--- src/hw/rtl/sos_pkg.sv ---
// Shared constants for the slice order sequencer.
package sos_pkg;

  // Table depth and derived widths
  localparam int MAX_SLICES = 64;
  localparam int SLICE_W    = $clog2(MAX_SLICES);
  localparam int CNT_W      = $clog2(MAX_SLICES + 1);

  // Step and velocity payload widths
  localparam int STEP_W     = 32;
  localparam int VEL_W      = 16;
  localparam int DIV_CNT_W  = $clog2(STEP_W);

  // Configuration port
  localparam int CFG_IDX_W  = 4;
  localparam int CFG_DATA_W = 8;
  localparam int SC_W       = 7;
  localparam int MODE_W     = 2;

  localparam logic [CFG_IDX_W-1:0] CFG_SLICE_COUNT = 4'd0;
  localparam logic [CFG_IDX_W-1:0] CFG_ORDER_MODE  = 4'd1;

  // Order modes
  localparam logic [MODE_W-1:0] MODE_FORWARD = 2'd0;
  localparam logic [MODE_W-1:0] MODE_REVERSE = 2'd1;
  localparam logic [MODE_W-1:0] MODE_RANDOM  = 2'd2;
  localparam logic [MODE_W-1:0] MODE_SHUFFLE = 2'd3;

  // LCG and seed constants
  localparam logic [31:0] SEED_MUL = 32'd2654435761;
  localparam logic [31:0] LCG_MUL  = 32'd1664525;
  localparam logic [31:0] LCG_ADD  = 32'd1013904223;

endpackage

--- src/hw/rtl/slice_order_sequencer.sv ---
// Slice order sequencer: maps a step number to the slice to play.
//
// Input channel: step_number_i / velocity_code_i, handshake in_valid_i and
// in_stall_o; a beat is taken when valid is high and stall is low. Output
// channel: slice_index_o / velocity_out_o, handshake out_valid_o and
// out_stall_i. Configuration: cfg_valid_i / cfg_ready_o with cfg_index_i
// (0 slice count, 1 order mode) and cfg_data_i; other indexes are ignored.
// One item is worked on at a time. Forward, reverse and random steps go
// through the radix-2 remainder unit that wraps the step (or the LCG value)
// by the slice count. A shuffle step reads the permutation memory instead.
// When the effective count or mode differs from the last rebuild, a rebuild
// runs first: the identity table fills one entry per cycle, then in shuffle
// mode each Fisher-Yates swap takes an LCG step, a remainder, two reads and
// two writes on the single-port-write table memory.
// Reset returns the registers to count 1 / forward mode and forces a rebuild
// at the first step. While the receiver stalls, the finished result holds in
// the output register; the next item is still accepted and waits in its
// final state until the output register frees up.
module slice_order_sequencer (
  input  logic                              clk_i,
  input  logic                              rst_ni,
  // configuration writes
  input  logic                              cfg_valid_i,
  output logic                              cfg_ready_o,
  input  logic [sos_pkg::CFG_IDX_W-1:0]     cfg_index_i,
  input  logic [sos_pkg::CFG_DATA_W-1:0]    cfg_data_i,
  // input beats
  input  logic                              in_valid_i,
  output logic                              in_stall_o,
  input  logic signed [sos_pkg::STEP_W-1:0] step_number_i,
  input  logic [sos_pkg::VEL_W-1:0]         velocity_code_i,
  // result beats
  output logic                              out_valid_o,
  input  logic                              out_stall_i,
  output logic [sos_pkg::SLICE_W-1:0]       slice_index_o,
  output logic [sos_pkg::VEL_W-1:0]         velocity_out_o
);

  localparam int SLICE_W = sos_pkg::SLICE_W;
  localparam int CNT_W   = sos_pkg::CNT_W;
  localparam int STEP_W  = sos_pkg::STEP_W;
  localparam int VEL_W   = sos_pkg::VEL_W;
  localparam int DCW     = sos_pkg::DIV_CNT_W;
  localparam int MODE_W  = sos_pkg::MODE_W;
  localparam int SC_W    = sos_pkg::SC_W;

  // Sequencer states
  localparam logic [3:0] S_IDLE   = 4'd0;
  localparam logic [3:0] S_CHECK  = 4'd1;
  localparam logic [3:0] S_FILL   = 4'd2;
  localparam logic [3:0] S_LCG    = 4'd3;
  localparam logic [3:0] S_DIV    = 4'd4;
  localparam logic [3:0] S_RD_I   = 4'd5;
  localparam logic [3:0] S_RD_J   = 4'd6;
  localparam logic [3:0] S_WR_I   = 4'd7;
  localparam logic [3:0] S_WR_J   = 4'd8;
  localparam logic [3:0] S_RESEED = 4'd9;
  localparam logic [3:0] S_STEP   = 4'd10;
  localparam logic [3:0] S_TBL    = 4'd11;
  localparam logic [3:0] S_FIX    = 4'd12;
  localparam logic [3:0] S_OUT    = 4'd13;

  // Control registers
  logic [3:0]        state_q, state_d;
  logic [SC_W-1:0]   slice_count_q, slice_count_d;
  logic [MODE_W-1:0] order_mode_q, order_mode_d;
  logic [CNT_W-1:0]  seen_count_q, seen_count_d;
  logic [MODE_W-1:0] seen_mode_q, seen_mode_d;
  logic [SLICE_W-1:0] ptr_q, ptr_d;
  logic [31:0]       lcg_q, lcg_d;
  logic              out_valid_q, out_valid_d;

  // Payload / datapath registers
  logic [CNT_W-1:0]   cnt_q, cnt_d;
  logic [MODE_W-1:0]  mode_q, mode_d;
  logic [STEP_W-1:0]  step_q, step_d;
  logic [VEL_W-1:0]   vel_q, vel_d;
  logic               rebuild_q, rebuild_d;
  logic [SLICE_W-1:0] fill_q, fill_d;
  logic [SLICE_W-1:0] i_q, i_d;
  logic [SLICE_W-1:0] j_q, j_d;
  logic [SLICE_W-1:0] vi_q, vi_d;
  logic [STEP_W-1:0]  div_num_q, div_num_d;
  logic [CNT_W-1:0]   div_den_q, div_den_d;
  logic [SLICE_W-1:0] div_rem_q, div_rem_d;
  logic [DCW-1:0]     div_cnt_q, div_cnt_d;
  logic               div_swap_q, div_swap_d;
  logic [SLICE_W-1:0] res_q, res_d;
  logic [SLICE_W-1:0] out_slice_q, out_slice_d;
  logic [VEL_W-1:0]   out_vel_q, out_vel_d;

  // Permutation table memory
  logic [SLICE_W-1:0] perm_mem [sos_pkg::MAX_SLICES];
  logic [SLICE_W-1:0] mem_rdata_q;
  logic [SLICE_W-1:0] mem_raddr, mem_waddr, mem_wdata;
  logic               mem_we;

  // Combinational helpers
  logic [CNT_W-1:0]   eff_count;
  logic [31:0]        seed_w, lcg_nx;
  logic [SLICE_W:0]   div_t;
  logic               div_ge;
  logic [SLICE_W-1:0] div_rem_nx;
  logic [CNT_W-1:0]   wrap_w;
  logic [CNT_W-1:0]   ptr_inc;
  logic               in_take, out_free;

  assign cfg_ready_o    = 1'b1;
  assign in_stall_o     = (state_q != S_IDLE);
  assign out_valid_o    = out_valid_q;
  assign slice_index_o  = out_slice_q;
  assign velocity_out_o = out_vel_q;

  assign in_take  = in_valid_i && (state_q == S_IDLE);
  assign out_free = !out_valid_q || !out_stall_i;

  // Clamp the written count into 1..MAX_SLICES
  always_comb begin
    if (slice_count_q == '0) begin
      eff_count = CNT_W'(1);
    end else if (int'(slice_count_q) > sos_pkg::MAX_SLICES) begin
      eff_count = CNT_W'(sos_pkg::MAX_SLICES);
    end else begin
      eff_count = CNT_W'(slice_count_q);
    end
  end

  assign seed_w = 32'(32'(cnt_q) * sos_pkg::SEED_MUL + 32'd1);
  assign lcg_nx = 32'(lcg_q * sos_pkg::LCG_MUL + sos_pkg::LCG_ADD);

  // One restoring remainder step per cycle
  assign div_t      = {div_rem_q, div_num_q[STEP_W-1]};
  assign div_ge     = div_t >= (SLICE_W+1)'(div_den_q);
  assign div_rem_nx = div_ge ? SLICE_W'(div_t - (SLICE_W+1)'(div_den_q)) : SLICE_W'(div_t);

  // Floor-modulo correction for negative steps
  assign wrap_w = (step_q[STEP_W-1] && div_rem_q != '0) ?
                  CNT_W'(cnt_q - CNT_W'(div_rem_q)) : CNT_W'(div_rem_q);

  assign ptr_inc = CNT_W'(ptr_q) + CNT_W'(1);

  always_comb begin
    state_d       = state_q;
    slice_count_d = slice_count_q;
    order_mode_d  = order_mode_q;
    seen_count_d  = seen_count_q;
    seen_mode_d   = seen_mode_q;
    ptr_d         = ptr_q;
    lcg_d         = lcg_q;
    out_valid_d   = out_valid_q;
    cnt_d         = cnt_q;
    mode_d        = mode_q;
    step_d        = step_q;
    vel_d         = vel_q;
    rebuild_d     = rebuild_q;
    fill_d        = fill_q;
    i_d           = i_q;
    j_d           = j_q;
    vi_d          = vi_q;
    div_num_d     = div_num_q;
    div_den_d     = div_den_q;
    div_rem_d     = div_rem_q;
    div_cnt_d     = div_cnt_q;
    div_swap_d    = div_swap_q;
    res_d         = res_q;
    out_slice_d   = out_slice_q;
    out_vel_d     = out_vel_q;
    mem_raddr     = ptr_q;
    mem_waddr     = fill_q;
    mem_wdata     = fill_q;
    mem_we        = 1'b0;

    // Configuration writes; unknown indexes drop
    if (cfg_valid_i) begin
      case (cfg_index_i)
        sos_pkg::CFG_SLICE_COUNT: slice_count_d = cfg_data_i[SC_W-1:0];
        sos_pkg::CFG_ORDER_MODE:  order_mode_d  = cfg_data_i[MODE_W-1:0];
        default: ;
      endcase
    end

    // Result leaves the output register
    if (out_valid_q && !out_stall_i) begin
      out_valid_d = 1'b0;
    end

    case (state_q)
      S_IDLE: begin
        if (in_take) begin
          cnt_d     = eff_count;
          mode_d    = order_mode_q;
          step_d    = step_number_i;
          vel_d     = velocity_code_i;
          rebuild_d = (eff_count != seen_count_q) || (order_mode_q != seen_mode_q);
          state_d   = S_CHECK;
        end
      end
      S_CHECK: begin
        if (rebuild_q) begin
          seen_count_d = cnt_q;
          seen_mode_d  = mode_q;
          ptr_d        = '0;
          lcg_d        = seed_w;
          fill_d       = '0;
          state_d      = S_FILL;
        end else begin
          state_d = S_STEP;
        end
      end
      S_FILL: begin
        // Identity fill, one entry a cycle
        mem_we    = 1'b1;
        mem_waddr = fill_q;
        mem_wdata = fill_q;
        fill_d    = fill_q + SLICE_W'(1);
        if (CNT_W'(fill_q) == cnt_q - CNT_W'(1)) begin
          if (mode_q == sos_pkg::MODE_SHUFFLE && cnt_q > CNT_W'(1)) begin
            i_d     = SLICE_W'(cnt_q - CNT_W'(1));
            state_d = S_LCG;
          end else begin
            state_d = S_RESEED;
          end
        end
      end
      S_LCG: begin
        lcg_d      = lcg_nx;
        div_num_d  = lcg_nx;
        div_den_d  = CNT_W'(i_q) + CNT_W'(1);
        div_rem_d  = '0;
        div_cnt_d  = '0;
        div_swap_d = 1'b1;
        state_d    = S_DIV;
      end
      S_DIV: begin
        div_rem_d = div_rem_nx;
        div_num_d = {div_num_q[STEP_W-2:0], 1'b0};
        div_cnt_d = div_cnt_q + DCW'(1);
        if (div_cnt_q == DCW'(STEP_W - 1)) begin
          if (div_swap_q) begin
            j_d     = div_rem_nx;
            state_d = S_RD_I;
          end else begin
            state_d = S_FIX;
          end
        end
      end
      S_RD_I: begin
        mem_raddr = i_q;
        state_d   = S_RD_J;
      end
      S_RD_J: begin
        mem_raddr = j_q;
        vi_d      = mem_rdata_q;
        state_d   = S_WR_I;
      end
      S_WR_I: begin
        // table[i] takes the old table[j]
        mem_we    = 1'b1;
        mem_waddr = i_q;
        mem_wdata = mem_rdata_q;
        state_d   = S_WR_J;
      end
      S_WR_J: begin
        // table[j] takes the old table[i]; same entry is harmless
        mem_we    = 1'b1;
        mem_waddr = j_q;
        mem_wdata = vi_q;
        if (i_q == SLICE_W'(1)) begin
          state_d = S_RESEED;
        end else begin
          i_d     = i_q - SLICE_W'(1);
          state_d = S_LCG;
        end
      end
      S_RESEED: begin
        lcg_d   = seed_w;
        state_d = S_STEP;
      end
      S_STEP: begin
        div_den_d  = cnt_q;
        div_rem_d  = '0;
        div_cnt_d  = '0;
        div_swap_d = 1'b0;
        case (mode_q)
          sos_pkg::MODE_FORWARD, sos_pkg::MODE_REVERSE: begin
            div_num_d = step_q[STEP_W-1] ? STEP_W'(-step_q) : step_q;
            state_d   = S_DIV;
          end
          sos_pkg::MODE_RANDOM: begin
            lcg_d     = lcg_nx;
            div_num_d = lcg_nx;
            state_d   = S_DIV;
          end
          sos_pkg::MODE_SHUFFLE: begin
            mem_raddr = ptr_q;
            ptr_d     = (ptr_inc >= cnt_q) ? '0 : SLICE_W'(ptr_inc);
            state_d   = S_TBL;
          end
          default: state_d = S_IDLE;
        endcase
      end
      S_TBL: begin
        res_d   = mem_rdata_q;
        state_d = S_OUT;
      end
      S_FIX: begin
        case (mode_q)
          sos_pkg::MODE_REVERSE: res_d = SLICE_W'(cnt_q - CNT_W'(1) - wrap_w);
          sos_pkg::MODE_RANDOM:  res_d = div_rem_q;
          default:               res_d = SLICE_W'(wrap_w);
        endcase
        state_d = S_OUT;
      end
      S_OUT: begin
        // Hold until the output register is free
        if (out_free) begin
          out_valid_d = 1'b1;
          out_slice_d = res_q;
          out_vel_d   = vel_q;
          state_d     = S_IDLE;
        end
      end
      default: state_d = S_IDLE;
    endcase
  end

  always_ff @(posedge clk_i or negedge rst_ni) begin
    if (!rst_ni) begin
      state_q       <= S_IDLE;
      slice_count_q <= SC_W'(1);
      order_mode_q  <= sos_pkg::MODE_FORWARD;
      seen_count_q  <= '0;
      seen_mode_q   <= '0;
      ptr_q         <= '0;
      lcg_q         <= '0;
      out_valid_q   <= 1'b0;
    end else begin
      state_q       <= state_d;
      slice_count_q <= slice_count_d;
      order_mode_q  <= order_mode_d;
      seen_count_q  <= seen_count_d;
      seen_mode_q   <= seen_mode_d;
      ptr_q         <= ptr_d;
      lcg_q         <= lcg_d;
      out_valid_q   <= out_valid_d;
    end
  end

  always_ff @(posedge clk_i) begin
    cnt_q       <= cnt_d;
    mode_q      <= mode_d;
    step_q      <= step_d;
    vel_q       <= vel_d;
    rebuild_q   <= rebuild_d;
    fill_q      <= fill_d;
    i_q         <= i_d;
    j_q         <= j_d;
    vi_q        <= vi_d;
    div_num_q   <= div_num_d;
    div_den_q   <= div_den_d;
    div_rem_q   <= div_rem_d;
    div_cnt_q   <= div_cnt_d;
    div_swap_q  <= div_swap_d;
    res_q       <= res_d;
    out_slice_q <= out_slice_d;
    out_vel_q   <= out_vel_d;
  end

  // Table memory: one write port, one registered read port
  always_ff @(posedge clk_i) begin
    if (mem_we) begin
      perm_mem[mem_waddr] <= mem_wdata;
    end
    mem_rdata_q <= perm_mem[mem_raddr];
  end

endmodule

--- config.mk ---
export PLATFORM = sky130hd
export DESIGN_NAME = slice_order_sequencer
export DESIGN_NICKNAME = d
export VERILOG_FILES = /design/src/hw/rtl/sos_pkg.sv /design/src/hw/rtl/slice_order_sequencer.sv
export SDC_FILE = /design/constraint.sdc
export NUM_CORES = 2
export LEC_CHECK = 0
export ABC_AREA = 1
export BUFFER_PORTS_ARGS = -buffer_cell sky130_fd_sc_hd__buf_2
export CORE_ASPECT_RATIO = 0.5
export CORE_MARGIN = 2
export CORE_UTILIZATION = 60
export DETAILED_ROUTE_END_ITERATION = 10
export PLACE_DENSITY = 0.84
export SYNTH_ARGS = -nofsm -noshare
export SYNTH_HDL_FRONTEND = slang
export SYNTH_SLANG_ARGS = --single-unit
--- constraint.sdc ---
create_clock -name clk_i -period 7.25 [get_ports clk_i]
set_input_delay 0.3625 -clock clk_i [delete_from_list [all_inputs] [get_ports clk_i]]
set_output_delay 0.3625 -clock clk_i [all_outputs]
set_load 0.005 [all_outputs]
==> results by group <==
Outcome
  – Status: completed

Flow run
  – Max-cap viol count: 0

Worst setup path
  – WP buf/inv: 5
  – Crit-path slowest cell: dfrtp_1
  – Worst Path Max Fanout: 12
  – Worst path max stage delay: 0.66 ns
  – Crit. End Element: register
  – Critical path, cell by cell: inv_1 -> ha_1 -> xor2_1 -> inv_1 -> ha_1 -> o21bai_1 -> fa_1 -> fa_1 -> inv_1 -> fa_1 -> inv_1 -> fa_1 -> fa_1 -> ha_1 -> a21oi_1 -> o21ai_0 -> a21oi_1 -> o21ai_0 -> nor2_1 -> inv_1 -> nand2_1 -> nand2_1 -> nand2_1 -> nand2_1
  – Worst EP arrival: 6.74 ns
  – WP data required: 7.60 ns
  – CP delay by family, top: adder cells
  – CP Launch Type: register
  – Crit Path Class: register to register

Clock network
  – Clock-pin slew on the worst setup and hold paths: 0.08 ns
  – CTS sink cnt: 612
  – CTS Root Cell: clkbuf_16
  – H-tree levels: 2
  – Clock buffer count from CTS: 53
  – Latest clock arrival within the worst-skew pair: 0.64 ns
  – CTS tree: built
  – Clock tree buffer depth: 3
  – CTS resizes: 0

Layout
  – Register Area: 18000 µm²
  – Share of cells above drive strength 1: 6.07%
  – Leading cell type in the layout, fill and taps excluded: inv_1
  – P&R area growth vs syn: 8.63%
  – Multi-input logic area: 18300 µm²
  – # fillers: 4883
  – # nets final: 4838
  – Most frequent cells in the layout: inv_1 (767), nand2_1 (683), nand3_1 (565)
  – Inserted Diodes: 0

Yosys
  – Mapped Nets: 4750
  – Yosys cell types: 54
  – Largest family of logic cells by synthesized area: simple AND/OR/NAND/NOR gates
  – Ys async rst share: 9.97%
  – Seq/Total Area, Yosys: 45.2%
  – Xor/xnor share of the synthesized area: 1.67%
  – Area fraction in compound gates after synthesis: 5.59%
  – Mux cell area share after synthesis: 0.0566%
  – Synth Register Bits: 612
  – Number of synthesized flops with an enable pin: 545
  – Synth Area in Adders: 17.7%
  – Synth warn: 0
  – Average size of a mapped cell: 9.40 µm²
  – Synthesized cell area: 39800 µm²
  – Mapped Cells: 4234
  – Synth Flop Type: edfxtp_1
  – Synth Area in Simple Gates: 20.7%

Drt
  – Vias per cell: 5.91
  – Number of vias in the routed layout: 31026
  – Drc violations: 0
  – Post-Route WL: 106000 µm
  – Routed Antenna Nets: 0
  – DR pass1 iterations: 8
  – Routed len/inst: 20.1 µm
  – 1st-iter DRT viols: 3772

Floorplanning
  – Top Ports: 90
  – Die Wd: 368 µm
  – Starting Density: 61.0%
  – Core area: 65300 µm²
  – Die area: 68600 µm²
  – Die height: 186 µm
  – Row count: 66

Timing
  – Fin. Hold Viols: 0
  – Max_slew headroom: 8.74%
  – Minimum clock period: 6.39 ns
  – F_max: 156 MHz
  – Setup violations, final: 0
  – Worst-margin pin slew: 1.36 ns
  – Clock Skew: 0.0544 ns
  – RSZ-0062 raised after global routing: false
  – Fin crit share: 88.2%
  – Max-slew violations: 0
  – Setup TNS: 0 ns

Global routing
  – Largest net degree at the start of global routing: 108
  – Global-route wire length before repair: 165000 µm
  – Antenna violations before repair: 0
  – Total track usage: 30.7%
  – GRT overflow: 0
  – Vias in the first global route: 30780

Place
  – # port buffers: 87
  – GP Congestion: 1.04
  – HPWL Detailed: 72900 µm

Min path
  – HP Class: input pin to register
-- cell usage after synthesis, drive strengths merged (10+ instances only) --
master / number / share of area (%)
edfxtp: 545 / 41
inv: 781 / 7.4
dfrtp: 60 / 3.8
nor2: 278 / 2.7
nand3: 566 / 7.1
a21oi: 125 / 1.6
o21ai: 153 / 1.9
clkbuf: 33 / 0.31
nand4: 38 / 0.60
nor3: 34 / 0.43
nand2: 689 / 6.5
ha: 266 / 8.4
a211oi: 10 / 0.20
nor4: 10 / 0.16
o22ai: 12 / 0.19
buf: 101 / 1.4
fa: 185 / 9.3
a31oi: 22 / 0.35
or2: 26 / 0.41
o211ai: 19 / 0.36
nand3b: 142 / 2.7
xor2: 45 / 0.99
xnor2: 31 / 0.68
-- metrics by stage --
| stage | setup WS (ns) | utilization [%] | hold WS, ns | area [µm²] | cells |
|---|---|---|---|---|---|
| 3_5_place_dp | 0.978 | 62.7 | 0.405 | 41000 | 5097 |
| 5_1_grt | 0.478 | 66.2 | 0.0000204 | 43200 | 5248 |
| 4_1_cts | 0.886 | 66.2 | 0.00129 | 43200 | 5248 |
| 6_report | 0.858 | 66.2 | 0.0181 | 43200 | 5248 |
| 2_1_floorplan | 1.57 | - | 0.0669 | 39800 | 4234 |
| 3_3_place_gp | 1.01 | 62.7 | 0.400 | 41000 | 5097 |
-- cell families (layout without fill, tap and decap cells) --
logic type      Yosys count  after routing
buf+inv                 916           1046
simple gates           1787           1787
xor+xnor                 76             76
fa+ha+maj               451            451
flops                   612            612
compound gates          389            389
mux                       2              2
other cells               1              1
-- final cells by class --
| cell class | count | area share [%] |
|---|---|---|
| clock buffer | 60 | 3.13 |
| clock inverter | 37 | 0.871 |
| inverter | 782 | 6.79 |
| multi-input combinational | 2706 | 42.3 |
| sequential | 612 | 41.7 |
| tap | 884 | 2.56 |
| timing repair buffer | 167 | 2.71 |
-- worst reg2reg max path, delay by kind of cell (launching register included) --
family,cells,cell delay (ns)
compound gates,5,0.93
xor+xnor,1,0.21
fa+ha+maj,8,3.33
buf+inv,5,0.51
flops,1,0.66
simple gates,5,0.50
-- state kept, by name (all words and copies together), names as in the netlist, 7 cells and up --
| signal | count |
|---|---|
| seen_count_q | 7 |
| slice_count_q | 7 |
| perm_mem | 384 |
| lcg_q | 32 |
| div_den_q | 7 |
| step_q | 32 |
| vel_q | 16 |
| velocity_out_o | 16 |
| div_num_q | 32 |
| cnt_q | 7 |
-- layer usage --
metal / vias up / share of wire [%] / global-route usage, %
li1: 14215 / - / -
met1: 14699 / 38 / 39.2
met2: 1729 / 48 / 52.4
met3: 383 / 9.0 / 4.89
met4: 0 / 5.0 / 14.2
met5: - / 0 / 0
-- timing repair --
action                    in CTS  in global routing
hold endpoints to repair      78                  0
hold buffers                  54                  0
setup buffers                  0                  0
-- path summary, 6_finish.rpt --
path                               endpoint  slack, ns              start  cells past startpoint
max                           div_num_q[31]       0.86           lcg_q[1]                     24
min                              step_q[28]       0.02  step_number_i[28]                      1
max reg2reg                   div_num_q[31]       0.86           lcg_q[1]                     24
min reg2reg                slice_index_o[5]       0.42           res_q[5]                      0
max in group asynchronous         lcg_q[20]       6.04             rst_ni                      3
min in group asynchronous  slice_count_q[2]       0.49             rst_ni                      3
Power is not shown: default switching activity piles up to over one toggle a cycle in this logic, so the estimate is an artifact.
